File: config.mk
export PLATFORM = sky130hd
export DESIGN_NAME = pauli_string_multiply_core
export DESIGN_NICKNAME = d
export VERILOG_FILES = /design/src/hdl/psm_pkg.sv /design/src/hdl/psm_lane.sv /design/src/hdl/psm_merge.sv /design/src/hdl/pauli_string_multiply_core.sv
export VERILOG_INCLUDE_DIRS = /design/src /design/src/hdl
export SDC_FILE = /design/constraint.sdc
export NUM_CORES = 1
export LEC_CHECK = 0
export BUFFER_PORTS_ARGS = -buffer_cell sky130_fd_sc_hd__buf_2
export CAP_MARGIN = 20
export CELL_PAD_IN_SITES_DETAIL_PLACEMENT = 1
export CELL_PAD_IN_SITES_GLOBAL_PLACEMENT = 2
export CORE_ASPECT_RATIO = 0.75
export CORE_MARGIN = 2
export CORE_UTILIZATION = 35
export DETAILED_ROUTE_END_ITERATION = 8
export PLACE_DENSITY_LB_ADDON = 0.1
export SYNTH_ARGS = -nofsm -noshare
export SYNTH_HDL_FRONTEND = slang
export SYNTH_SLANG_ARGS = --single-unit
File: constraint.sdc
create_clock -name clk -period 10.3 [get_ports clk]
set_input_delay 1.545 -clock clk [delete_from_list [all_inputs] [get_ports clk]]
set_output_delay 1.545 -clock clk [all_outputs]
set_load 0.02 [all_outputs]
File: src/hdl/pauli_string_multiply_core_defines.svh
// ---------------------------------------------------------------------------
// Pauli string multiply assertion macros
// Shared concurrent assertion forms, clocked on clk and disabled in reset.
// ---------------------------------------------------------------------------
`ifndef PAULI_STRING_MULTIPLY_CORE_DEFINES_SVH
`define PAULI_STRING_MULTIPLY_CORE_DEFINES_SVH

// The consequent must hold in the same cycle as the antecedent.
`define PSM_ASSERT_SAME(lbl, ante, cons, msg) \
  lbl: assert property (@(posedge clk) disable iff (rst) (ante) |-> (cons)) else $error(msg);

// The consequent must hold in the cycle after the antecedent.
`define PSM_ASSERT_NEXT(lbl, ante, cons, msg) \
  lbl: assert property (@(posedge clk) disable iff (rst) (ante) |=> (cons)) else $error(msg);

`endif

File: src/hdl/psm_pkg.sv
// ---------------------------------------------------------------------------
// Pauli string multiply package
// Word types, widths and defaults shared by the product core and its lanes.
// ---------------------------------------------------------------------------
`timescale 1ns / 1ps

package psm_pkg;

  localparam int unsigned PSM_WIDTH      = 64;
  localparam int unsigned PSM_QUBITS_DEF = 64;
  localparam int unsigned PSM_LANE_W     = 8;

  typedef struct packed {
    logic [PSM_WIDTH-1:0] a_xbits;
    logic [PSM_WIDTH-1:0] a_zbits;
    logic [1:0]           a_phase;
    logic [PSM_WIDTH-1:0] b_xbits;
    logic [PSM_WIDTH-1:0] b_zbits;
    logic [1:0]           b_phase;
  } psm_req_t;

  typedef struct packed {
    logic [PSM_WIDTH-1:0] prod_xbits;
    logic [PSM_WIDTH-1:0] prod_zbits;
    logic [1:0]           prod_phase;
    logic                 commutes;
  } psm_rsp_t;

endpackage

File: src/hdl/psm_lane.sv
// ---------------------------------------------------------------------------
// Pauli string multiply lane
// Counts anticommuting and negative-sign positions over one slice of qubits
// and returns their phase contribution, anti + 2 * neg, modulo 4.
// ---------------------------------------------------------------------------
`timescale 1ns / 1ps

module psm_lane #(
  parameter int unsigned LANE_W = psm_pkg::PSM_LANE_W
) (
  input  logic [LANE_W-1:0] a_x,
  input  logic [LANE_W-1:0] a_z,
  input  logic [LANE_W-1:0] b_x,
  input  logic [LANE_W-1:0] b_z,
  output logic [1:0]        contrib
);
  import psm_pkg::*;

  logic [LANE_W-1:0] anti;
  logic [LANE_W-1:0] neg;

  assign anti = (a_x & b_z) ^ (a_z & b_x);
  assign neg  = anti & (a_x ^ (b_z & (a_z | b_x)));

  always_comb begin
    logic [1:0] acc;
    acc = 2'd0;
    for (int i = 0; i < LANE_W; i++) begin
      acc = acc + {1'b0, anti[i]} + {neg[i], 1'b0};
    end
    contrib = acc;
  end

endmodule

File: src/hdl/psm_merge.sv
// ---------------------------------------------------------------------------
// Pauli string multiply merge
// Adds the lane contributions to the operand phases modulo 4 and derives
// the commutation flag from the parity of the anticommuting count.
// ---------------------------------------------------------------------------
`timescale 1ns / 1ps

module psm_merge #(
  parameter int unsigned LANES = 8
) (
  input  logic [LANES-1:0][1:0] contrib,
  input  logic [1:0]            base_phase,
  output logic [1:0]            prod_phase,
  output logic                  commutes
);
  import psm_pkg::*;

  logic [1:0] lane_sum;

  always_comb begin
    logic [1:0] acc;
    acc = 2'd0;
    for (int l = 0; l < LANES; l++) begin
      acc = acc + contrib[l];
    end
    lane_sum = acc;
  end

  assign prod_phase = base_phase + lane_sum;
  assign commutes   = ~lane_sum[0];

endmodule

File: src/hdl/pauli_string_multiply_core.sv
// ---------------------------------------------------------------------------
// Pauli string multiply core
// An accepted request word is registered in the lane-count stage, then in the merged-result stage.
// Throughput: one word per cycle while rsp_ready does not stall; lanes of eight qubits count in parallel.
// Two registered stages (lane counts, merged result) stall together.
// Reset clears both stage valid flags; payload registers are not reset.
// ---------------------------------------------------------------------------
`timescale 1ns / 1ps
`include "pauli_string_multiply_core_defines.svh"

module pauli_string_multiply_core #(
  parameter int unsigned QUBITS = psm_pkg::PSM_QUBITS_DEF
) (
  input  logic            clk,
  input  logic            rst,
  input  logic            req_valid,
  output logic            req_ready,
  input  psm_pkg::psm_req_t req,
  output logic            rsp_valid,
  input  logic            rsp_ready,
  output psm_pkg::psm_rsp_t rsp
);
  import psm_pkg::*;

  localparam int unsigned LANES = (QUBITS + PSM_LANE_W - 1) / PSM_LANE_W;
  localparam int unsigned SPAN  = LANES * PSM_LANE_W;
  localparam logic [PSM_WIDTH-1:0] QMASK =
    (QUBITS >= PSM_WIDTH) ? {PSM_WIDTH{1'b1}}
                          : ((PSM_WIDTH)'(1) << QUBITS) - (PSM_WIDTH)'(1);

  logic [PSM_WIDTH-1:0] ax, az, bx, bz;
  logic [SPAN-1:0]      ax_pad, az_pad, bx_pad, bz_pad;
  logic [LANES-1:0][1:0] lane_contrib;

  logic                  s1_valid;
  logic [PSM_WIDTH-1:0]  s1_xbits;
  logic [PSM_WIDTH-1:0]  s1_zbits;
  logic [1:0]            s1_phase;
  logic [LANES-1:0][1:0] s1_contrib;
  logic                  s1_adv;

  logic [1:0] merge_phase;
  logic       merge_commutes;

  assign ax = req.a_xbits & QMASK;
  assign az = req.a_zbits & QMASK;
  assign bx = req.b_xbits & QMASK;
  assign bz = req.b_zbits & QMASK;

  assign ax_pad = SPAN'(ax);
  assign az_pad = SPAN'(az);
  assign bx_pad = SPAN'(bx);
  assign bz_pad = SPAN'(bz);

  for (genvar l = 0; l < LANES; l++) begin : g_lane
    psm_lane #(
      .LANE_W(PSM_LANE_W)
    ) u_lane (
      .a_x    (ax_pad[l*PSM_LANE_W +: PSM_LANE_W]),
      .a_z    (az_pad[l*PSM_LANE_W +: PSM_LANE_W]),
      .b_x    (bx_pad[l*PSM_LANE_W +: PSM_LANE_W]),
      .b_z    (bz_pad[l*PSM_LANE_W +: PSM_LANE_W]),
      .contrib(lane_contrib[l])
    );
  end

  assign s1_adv    = s1_valid && (!rsp_valid || rsp_ready);
  assign req_ready = !s1_valid || s1_adv;

  always_ff @(posedge clk) begin
    if (rst) begin
      s1_valid <= 1'b0;
    end else if (req_ready) begin
      s1_valid <= req_valid;
    end
  end

  always_ff @(posedge clk) begin
    if (req_valid && req_ready) begin
      s1_xbits   <= ax ^ bx;
      s1_zbits   <= az ^ bz;
      s1_phase   <= req.a_phase + req.b_phase;
      s1_contrib <= lane_contrib;
    end
  end

  psm_merge #(
    .LANES(LANES)
  ) u_merge (
    .contrib   (s1_contrib),
    .base_phase(s1_phase),
    .prod_phase(merge_phase),
    .commutes  (merge_commutes)
  );

  always_ff @(posedge clk) begin
    if (rst) begin
      rsp_valid <= 1'b0;
    end else if (!rsp_valid || rsp_ready) begin
      rsp_valid <= s1_valid;
    end
  end

  always_ff @(posedge clk) begin
    if (s1_adv) begin
      rsp.prod_xbits <= s1_xbits;
      rsp.prod_zbits <= s1_zbits;
      rsp.prod_phase <= merge_phase;
      rsp.commutes   <= merge_commutes;
    end
  end

  `PSM_ASSERT_NEXT(a_accept_fills_s1, req_valid && req_ready, s1_valid, "accepted word lost")
  `PSM_ASSERT_NEXT(a_s1_moves_out, s1_adv, rsp_valid, "stage one word not delivered")
  `PSM_ASSERT_SAME(a_stall_only_full, !req_ready, s1_valid && rsp_valid && !rsp_ready,
                   "request stalled while pipeline has room")
  `PSM_ASSERT_SAME(a_upper_zero, rsp_valid,
                   ((rsp.prod_xbits | rsp.prod_zbits) & ~QMASK) == '0,
                   "product bits set above qubit count")

endmodule
## Yosys cells after proc, flatten, opt, wreduce, memory -nomap -nowiden

Cells that the tools add are included.

| cells by class | value |
|---|---|
| bitwise operators | 59 |
| reduce and logical (&&, ||, !) cells | 6 |
| add/sub/neg operators | 129 |

Operators by type and width:

| operator | count |
|---|---|
| $and 8x8->8 | 32 |
| $add 2x2->2 | 65 |
| $xor 64x64->64 | 2 |
| $xor 8x8->8 | 16 |
| $add 2x1->2 | 56 |
| $or 8x8->8 | 8 |
| $add 1x2->2 | 8 |
| $logic_and 1x1->1 | 2 |
| $logic_not 1->1 | 2 |
| $logic_or 1x1->1 | 2 |
| $not 1->1 | 1 |

| storage, ports and cells | value |
|---|---|
| output and inout port bits | 133 |
| flip-flop bits (word level) | 279 |
| logic and storage cells | 211 |
| input port bits | 264 |

## Depth between registers and ports, before layout

Gate-level depths: netlist (run 1).

| depth | value |
|---|---|
| word-level depth | 19 |
| gate-level depth with buffers | 14 |
| depth with buffers taken out | 14 |

## By module

A second synthesis (run 1) with hierarchy kept.

| second synthesis, totals | value |
|---|---|
| cell total of the unflattened synthesis | 1,016 |
| area, all modules | 14,274.9 µm² |

By module, submodules not included:

| module | area each (µm²) | instances | seq. area each (µm²) | cells each |
|---|---|---|---|---|
| pauli_string_multiply_core | 9,572.9 | 1 | 8,358.0 | 418 |
| psm_lane at g_lane[2].u_lane ... | 551.8 | 6 | 0.0 | 72 |
| psm_lane at g_lane[0].u_lane ... | 568.0 | 2 | 0.0 | 72 |
| psm_merge | 255.2 | 1 | 0.0 | 22 |

## Worst setup path after synthesis (run 1)

OpenSTA, ideal clock, no wires.

| path | value |
|---|---|
| path type | input to register |
| start point | input port rsp_ready |
| end point | register rsp[0] (netlist name) (enable) |
| setup time | 0.639 ns |
| arrival time | 7.416 ns |
| required time | 9.661 ns |
| stages | 2 |
| path slack | 2.245 ns |
| buffers on the path | 0 |
| path through | nor2b_1 > nor2b_1 |

| between the ends | value |
|---|---|
| word-level cells in the longest chain between the ends | 2 |

Ends and longest elaborated chain:

| element | line | RTL |
|---|---|---|
| start, declared | pauli_string_multiply_core.sv:20 | `input logic rsp_ready,` |
| $logic_or 1x1->1 | pauli_string_multiply_core.sv:67 | `assign s1_adv = s1_valid && (!rsp_valid \|\| rsp_ready);` |
| $logic_and 1x1->1 | pauli_string_multiply_core.sv:67 |  |
| named net s1_adv | pauli_string_multiply_core.sv:40 | `logic s1_adv;` |
| end, declared | pauli_string_multiply_core.sv:21 | `output psm_pkg::psm_rsp_t rsp` |

The timed path passes the listed nets, and every way through them passes these cells.
A chain may end at the register's enable or synchronous reset.

## Final worst setup path (run 1)

| path | value |
|---|---|
| start point | input port req[157] (netlist name) |
| end point | register s1_contrib[7] (netlist name) (data pin) |

| between the ends | value |
|---|---|
| word-level cells in the longest chain between the ends | 17 |
| elaborated cells between the ends (all ways) | 20 |
| those cells by class | add/sub: 14; bitwise: 6 |

Ends and longest elaborated chain:

| element | line | RTL |
|---|---|---|
| start, declared | pauli_string_multiply_core.sv:18 | `input psm_pkg::psm_req_t req,` |
| branches (longest 4 deep; another with $add 2x1->2) | -- |  |
| $add 2x2->2 (*) | psm_lane.sv:29 | `acc = acc + {1'b0, anti[i]} + {neg[i], 1'b0};` |
| $add 2x1->2 (*) | psm_lane.sv:29 |  |
| $add 2x2->2 (*) | psm_lane.sv:29 |  |
| $add 2x1->2 (*) | psm_lane.sv:29 |  |
| $add 2x2->2 (*) | psm_lane.sv:29 |  |
| $add 2x1->2 (*) | psm_lane.sv:29 |  |
| $add 2x2->2 (*) | psm_lane.sv:29 |  |
| $add 2x1->2 (*) | psm_lane.sv:29 |  |
| $add 2x2->2 (*) | psm_lane.sv:29 |  |
| $add 2x1->2 (*) | psm_lane.sv:29 |  |
| $add 2x2->2 (*) | psm_lane.sv:29 |  |
| $add 2x1->2 (*) | psm_lane.sv:29 |  |
| $add 2x2->2 (*) | psm_lane.sv:29 |  |
| named net g_lane[3].u_lane.contrib[1] | psm_lane.sv:15 | `output logic [1:0] contrib` |
| end signal, assigned | pauli_string_multiply_core.sv:83 | `s1_contrib <= lane_contrib;` |
| end, declared | pauli_string_multiply_core.sv:39 | `logic [LANES-1:0][1:0] s1_contrib;` |

Mark *: on every way through the listed nets, which the timed path passes.

==> impl_metrics.py, run 1 <==
metrics = {
    "worst_setup_path": {
        "critPathMaxFanout": 5,
        "cp-end-kind": "flop",
        "critPathLaunchType": "input pin",
        "critical_path_class": "in2reg",
        "arrival_ns": 4.74,
        "worstPathRequired_ns": 10.62,
    },
    "layout": {
        "drive_gt1_share_pct": 32.6,
        "fin_nets": 1776,
        "areaGrowthSynthToFinish_pct": 24.9,
        "final_cells": 2020,
    },
    "power_and_ir_drop": {
        "power_density_nw_per_um2": 200,
        "vdd_ir_drop_max_v": 0.000168,
        "power_leakage_nw": 7.01,
    },
    "clock_tree": {
        "tritoncts": "built",
        "cts-resized-gates": 0,
        "cts_setup_buffers": 0,
        "clkLatencyLatePin_ns": 0.58,
        "cts-root-buf": "clkbuf_16",
        "h-tree-depth": 1,
        "cts_hold_buf": 0,
        "clkSlewWorstSetupHoldPaths_ns": 0.06,
        "cts.sinks": 279,
        "cts-buffers-inserted": 31,
        "cts_buffer_depth": 3,
    },
    "floorplanning": {
        "io_pins": 397,
        "rows": 64,
        "fp.dieArea_um2": 42900,
        "die_y_um": 180,
        "core_area_um2": 40700,
        "fp.dieW_um": 238,
        "initial_core_util_pct": 35.5,
    },
    "synth": {
        "synth_seq_cells": 279,
        "yosys_warnings": 0,
        "netlist_area_um2": 14400,
        "synth_top_area_share_pct": 57.7,
        "syn_avg_cell_area_um2": 14.0,
        "netlist-cell-type-count": 26,
        "synthCells": 1032,
        "yosysSeqAreaShare_pct": 57.9,
        "syn-num-nets": 1343,
        "synth_largest_area_cell": "edfxtp_1",
        "ys_top_cells_by_area": "edfxtp_1 58%, xor2_1 10%, xnor2_1 6.7%",
    },
    "sta": {
        "setup_viol": 0,
        "grt_setup_unrepaired": "no",
        "min_period_over_period_pct": 43.0,
        "tightest_slew_ns": 1.04,
        "tns_ns": 0,
        "hold_viol_final": 0,
        "report.final.slew_viol_count": 0,
        "max_clock_freq_mhz": 226,
        "skew_ns": 0.0187,
        "period_needed_ns": 4.42,
        "slew_headroom_pct": 30.9,
    },
    "global_routing": {
        "first_global_vias": 9759,
        "grt_max_degree": 69,
        "antenna_found_initial": 11,
        "grt_pass1_wl_um": 55500,
        "grt_usage_pct": 16.8,
        "grt-ovfl-total": 0,
    },
    "placement": {
        "dp_hpwl_um": 28700,
        "post-place-cells": 1960,
        "globalplace.congestion": 0.768,
        "port_buffers": 396,
    },
    "detailed_routing": {
        "wl_per_cell_um": 18.2,
        "wirelength_um": 36800,
        "drc_errors": 0,
        "drt-pass1-iter-count": 4,
        "antenna_left": 0,
        "vias": 9604,
        "viasPerCell": 4.75,
        "drtIter0Drc": 397,
    },
    "run": {
        "drv_cap": 0,
    },
    "hold_path": {
        "hold_class": "reg2reg",
    },
    "outcome": {
        "outcome": "finished clean",
    },
}
## cells by family (layout without fill, tap and decap cells)
| family | after synthesis | count (layout) | synth area share [%] |
|---|---|---|---|
| other | 0 | 6 | 0 |
| adder cells (fa/ha/maj) | 47 | 47 | 5.95 |
| AO/OA/AOI/OAI | 75 | 75 | 3.94 |
| AND/OR/NAND/NOR | 317 | 317 | 13.0 |
| buffers and inverters | 21 | 475 | 0.546 |
| multiplexers | 5 | 5 | 0.347 |
| XOR/XNOR | 288 | 288 | 18.3 |
| flip-flops | 279 | 279 | 57.9 |
## cells in the final DEF, fill, tap and decap left out, types with 2 or more instances in the layout
master / netlist / layout
o21ai_0: 10 / 10
o211ai_2: 14 / 14
xnor3_1: 6 / 6
xnor2_1: 111 / 111
buf_4: 0 / 4
clkinv_1: 0 / 7
clkbuf_1: 0 / 9
mux2i_1: 5 / 5
fa_1: 36 / 36
ha_1: 11 / 11
xor2_1: 169 / 169
clkinv_2: 0 / 5
clkbuf_16: 0 / 31
nor3b_1: 10 / 10
diode_2: 0 / 6
inv_1: 21 / 21
edfxtp_1: 277 / 277
or2_1: 20 / 20
or2_2: 28 / 28
dfxtp_1: 2 / 2
nand2_1: 132 / 132
a21oi_1: 16 / 16
nor2_1: 16 / 16
xnor3_2: 2 / 2
o211ai_1: 33 / 33
nand3_1: 5 / 5
or3b_1: 7 / 7
nand4b_1: 96 / 96
buf_2: 0 / 396
## layout make-up
class	instances	area (um^2)
fillers	4307	22700
repair buffers	400	2010
clock inverters	14	90.1
well taps	528	661
multi-input cells	732	6000
inverters	21	78.8
clock buffers	40	810
diodes	6	15.0
flip-flops and latches	279	8360
## state kept, by name (all words and copies together), names as in the netlist
register	flops
rsp	131
s1_xbits	64
s1_zbits	64
s1_contrib	16
s1_phase	2
rsp_valid	1
s1_valid	1
## through the flow
step	setup slack, ns	hold slack, ns	util (%)	instance area, um^2	power, mW
finish	5.88	0.415	44.3	18000	3.60
global route	5.67	0.421	44.3	18000	3.84
CTS	5.83	0.413	44.3	18000	3.68
detailed placement	5.25	0.405	42.1	17100	2.64
global placement	5.30	0.400	42.1	17100	2.61
floorplan	2.24	0.400	-	14400	2.30
## cell usage after synthesis (all sizes together)
cell and number:
edfxtp 277, xor2 169, nand2 132, xnor2 111, nand4b 96, or2 48
o211ai 47, fa 36, inv 21, a21oi 16, nor2 16, ha 11
nor3b 10, o21ai 10, xnor3 8, or3b 7, mux2i 5, nand3 5
dfxtp 2, nor2b 2, and2 1, o22ai 1, o311ai 1
## where the power goes
group	leakage (nW)	total, mW	internal, mW	switching [mW]
sequential	2.67	1.48	1.44	0.0406
clock	0.442	1.02	0.572	0.450
combinational	3.90	1.09	0.531	0.562
## worst paths after layout
kind	start	to	slack (ns)	depth (start not counted)
worst max-delay path	req[157]	s1_contrib[7]	5.88	13
worst min-delay path	s1_xbits[51]	rsp[118]	0.41	0
worst max register to register	s1_contrib[6]	rsp[2]	6.89	11
worst min register to register	s1_xbits[51]	rsp[118]	0.41	0
## critical path, cell delays in order
cell and delay, ns:
buf_2 0.13, nand2_1 0.08, xnor2_1 0.29, fa_1 0.50, fa_1 0.53, inv_1 0.06
fa_1 0.45, ha_1 0.23, xnor2_1 0.19, xnor2_1 0.18, xnor2_1 0.16, xnor3_1 0.25
xnor2_1 0.14
## layer usage
layer  track usage (%)  vias up  part of all wire [%]
met2              27.8      237                    48
met1              21.4     4641                    43
met5                 0        -                  0.20
met3              4.90       71                   6.7
met4              4.88       12                   3.0
li1                  -     4643                     -
Power figures use the tool's default switching activity.
==> run 2: changes to the inputs <==
- ABC_AREA: default -> 1
- CORE_UTILIZATION: 35 -> 33
- clock period: 10.3 -> 4.45 ns (I/O delays scaled with it)
==> run 2 against run 1 <==
Against the previous run:
- final area grew 4.9%
- highest routed layer unchanged
- register-to-register slack worse by 5.9 ns
- sequential share of layout area shrank 2.2 points
- largest cell class unchanged
- area after synthesis up 3.5%
==> impl_metrics.py, run 2 <==
metrics = {
    "outcome": {
        "outcome": "finished clean",
    },
    "layout": {
        "n_fill_cell": 5121,
        "reg_top3": "rsp: 131 flops, s1_xbits: 64 flops, s1_zbits: 64 flops",
        "largest_reg_flops": 131,
        "fin_nets": 2185,
        "final_cell_mix": "468 x nand2_1, 396 x buf_2, 277 x edfxtp_1",
        "final_cells": 2498,
        "drive_gt1_share_pct": 24.6,
        "multi_input_comb_area_um2": 5920,
        "final_common_cell": "nand2_1",
        "register_area_um2": 8360,
        "areaGrowthSynthToFinish_pct": 26.6,
        "top_register": "rsp",
    },
    "sta": {
        "skew_ns": 0.00825,
        "tightest_slew_ns": 0.807,
        "slew_headroom_pct": 46.2,
        "max_clock_freq_mhz": 278,
        "period_needed_ns": 3.59,
        "grt_setup_unrepaired": "no",
        "min_period_over_period_pct": 80.7,
        "report.final.slew_viol_count": 0,
        "tns_ns": 0,
        "hold_viol_final": 0,
        "setup_viol": 0,
    },
    "clock_tree": {
        "clkSlewWorstSetupHoldPaths_ns": 0.06,
        "cts.sinks": 279,
        "cts-resized-gates": 0,
        "clkLatencyLatePin_ns": 0.53,
        "cts-buffers-inserted": 34,
        "cts_hold_buf": 0,
        "cts-root-buf": "clkbuf_16",
        "tritoncts": "built",
        "h-tree-depth": 2,
        "cts_setup_buffers": 0,
        "cts_buffer_depth": 3,
    },
    "worst_setup_path": {
        "arrival_ns": 3.88,
        "critPathLaunchType": "input pin",
        "crit_path_max_incr_delay_ns": 0.55,
        "critical_path_class": "in2reg",
        "critPathMaxFanout": 4,
        "crit_buf_inv": 4,
        "cpMaxStageDelayCell": "fa_1",
        "cp-end-kind": "flop",
        "crit_path_frequent_cell": "nand2_1",
        "ff2ff_setup_slack_ns": 1.00,
        "worstPathRequired_ns": 4.74,
        "cp_cell_sequence": "buf_2 -> nand2_1 -> xor2_1 -> inv_1 -> fa_1 -> fa_1 -> inv_1 -> fa_1 -> ha_1 -> xnor2_1 -> nand3b_1 -> nand2_1 -> nand3_1 -> nand2_1 -> inv_1 -> nand2_1 -> nand2_1",
        "critical_path.top_delay_family": "adder cells",
    },
    "detailed_routing": {
        "wl_per_cell_um": 16.0,
        "vias": 11100,
        "antenna_left": 0,
        "drc_errors": 0,
        "viasPerCell": 4.44,
        "drt-pass1-iter-count": 4,
        "drtIter0Drc": 392,
        "wirelength_um": 39900,
    },
    "power_and_ir_drop": {
        "vdd_ir_drop_max_v": 0.000340,
        "power_leakage_nw": 8.63,
        "power_density_nw_per_um2": 468,
    },
    "synth": {
        "syn_avg_cell_area_um2": 10.4,
        "synthFlopType": "edfxtp_1",
        "synth_top_area_share_pct": 55.7,
        "synthCells": 1439,
        "syn-num-nets": 1750,
        "synth_largest_area_cell": "edfxtp_1",
        "netlist-cell-type-count": 28,
        "yosysMostFrequentCell": "nand2_1",
        "yosys_warnings": 0,
        "synthTopCellsByCount": "468 x nand2_1, 277 x edfxtp_1, 190 x xor2_1, 174 x inv_1, 85 x nand3_1",
        "yosysSeqAreaShare_pct": 56.0,
        "synth-edff-count": 277,
        "synth_seq_cells": 279,
        "async_flop_share_pct": 0,
        "netlist_area_um2": 14900,
        "ys_top_cells_by_area": "edfxtp_1 56%, nand2_1 12%, xor2_1 11%",
    },
    "placement": {
        "port_buffers": 396,
        "globalplace.congestion": 0.804,
        "dp_hpwl_um": 30900,
        "post-place-cells": 2424,
    },
    "floorplanning": {
        "fp.dieArea_um2": 47000,
        "core_area_um2": 44700,
        "die_y_um": 188,
        "io_pins": 397,
        "initial_core_util_pct": 33.4,
        "fp.dieW_um": 250,
        "rows": 67,
    },
    "global_routing": {
        "grt_pass1_wl_um": 61800,
        "first_global_vias": 11500,
        "grt_max_degree": 132,
        "antenna_found_initial": 15,
        "grt_usage_pct": 16.8,
        "grt-ovfl-total": 0,
    },
    "run": {
        "drv_cap": 0,
    },
    "hold_path": {
        "hold_class": "in2reg",
    },
}
==> run 2: changes by cell type after synthesis, sizes merged, moves of 27 or more <==
cell | before | now
nand3 | 5 | 85
xnor2 | 111 | 41
inv | 21 | 176
nor2 | 16 | 43
o211ai | 47 | 11
o21ai | 10 | 47
or2 | 48 | 12
nand2 | 132 | 472
nand4b | 96 | 0
==> run 2: path summary, 6_finish.rpt <==
path | start | depth (start not counted) | to
worst min register to register | s1_xbits[3] | 0 | rsp[70]
worst max-delay path | req[218] | 17 | s1_contrib[5]
worst max register to register | s1_contrib[6] | 11 | rsp[2]
worst min-delay path | rst | 2 | s1_valid
==> run 2: cell families after synthesis <==
logic type	count (synthesis)	share of synthesized area (%)
flops	279	56.0
buf+inv	177	4.45
fa+ha+maj	47	5.75
xor+xnor	232	13.8
compound gates	72	2.75
simple gates	632	17.3
==> run 2: power by group <==
| part | switching [mW] | total, mW | internal, mW |
|---|---|---|---|
| Clock | 1.12 | 2.90 | 1.78 |
| Combinational | 1.46 | 2.54 | 1.08 |
| Sequential | 0.0874 | 3.41 | 3.32 |
| Total | 2.67 | 8.85 | 6.18 |
==> run 2: through the flow <==
step	util, %	power [mW]	setup slack [ns]	area [um^2]	hold WS (ns)
6_report	42.3	8.85	0.858	18900	0.319
2_1_floorplan	-	5.26	0.0563	14900	0.400
3_5_place_dp	39.6	6.06	0.262	17700	0.405
3_3_place_gp	39.6	5.98	0.356	17700	0.401
4_1_cts	42.2	9.05	0.822	18900	0.270
5_1_grt	42.3	9.46	0.596	18900	0.295
==> run 2: final cells by class <==
type	count	share of cell area [%]
Antenna cell	13	0.172
Clock buffer	45	5.16
Clock inverter	16	0.993
Inverter	177	3.54
Multi-Input combinational cell	983	31.3
Sequential cell	279	44.2
Tap cell	586	3.88
Timing Repair Buffer	399	10.7
==> run 2: per-layer routing <==
metal	track usage (%)	routed length (um)	vias up
met5	0	46	-
met4	5.77	883	8
met3	4.68	2700	58
met2	27.9	19000	225
met1	21.2	17200	5244
li1	-	-	5566
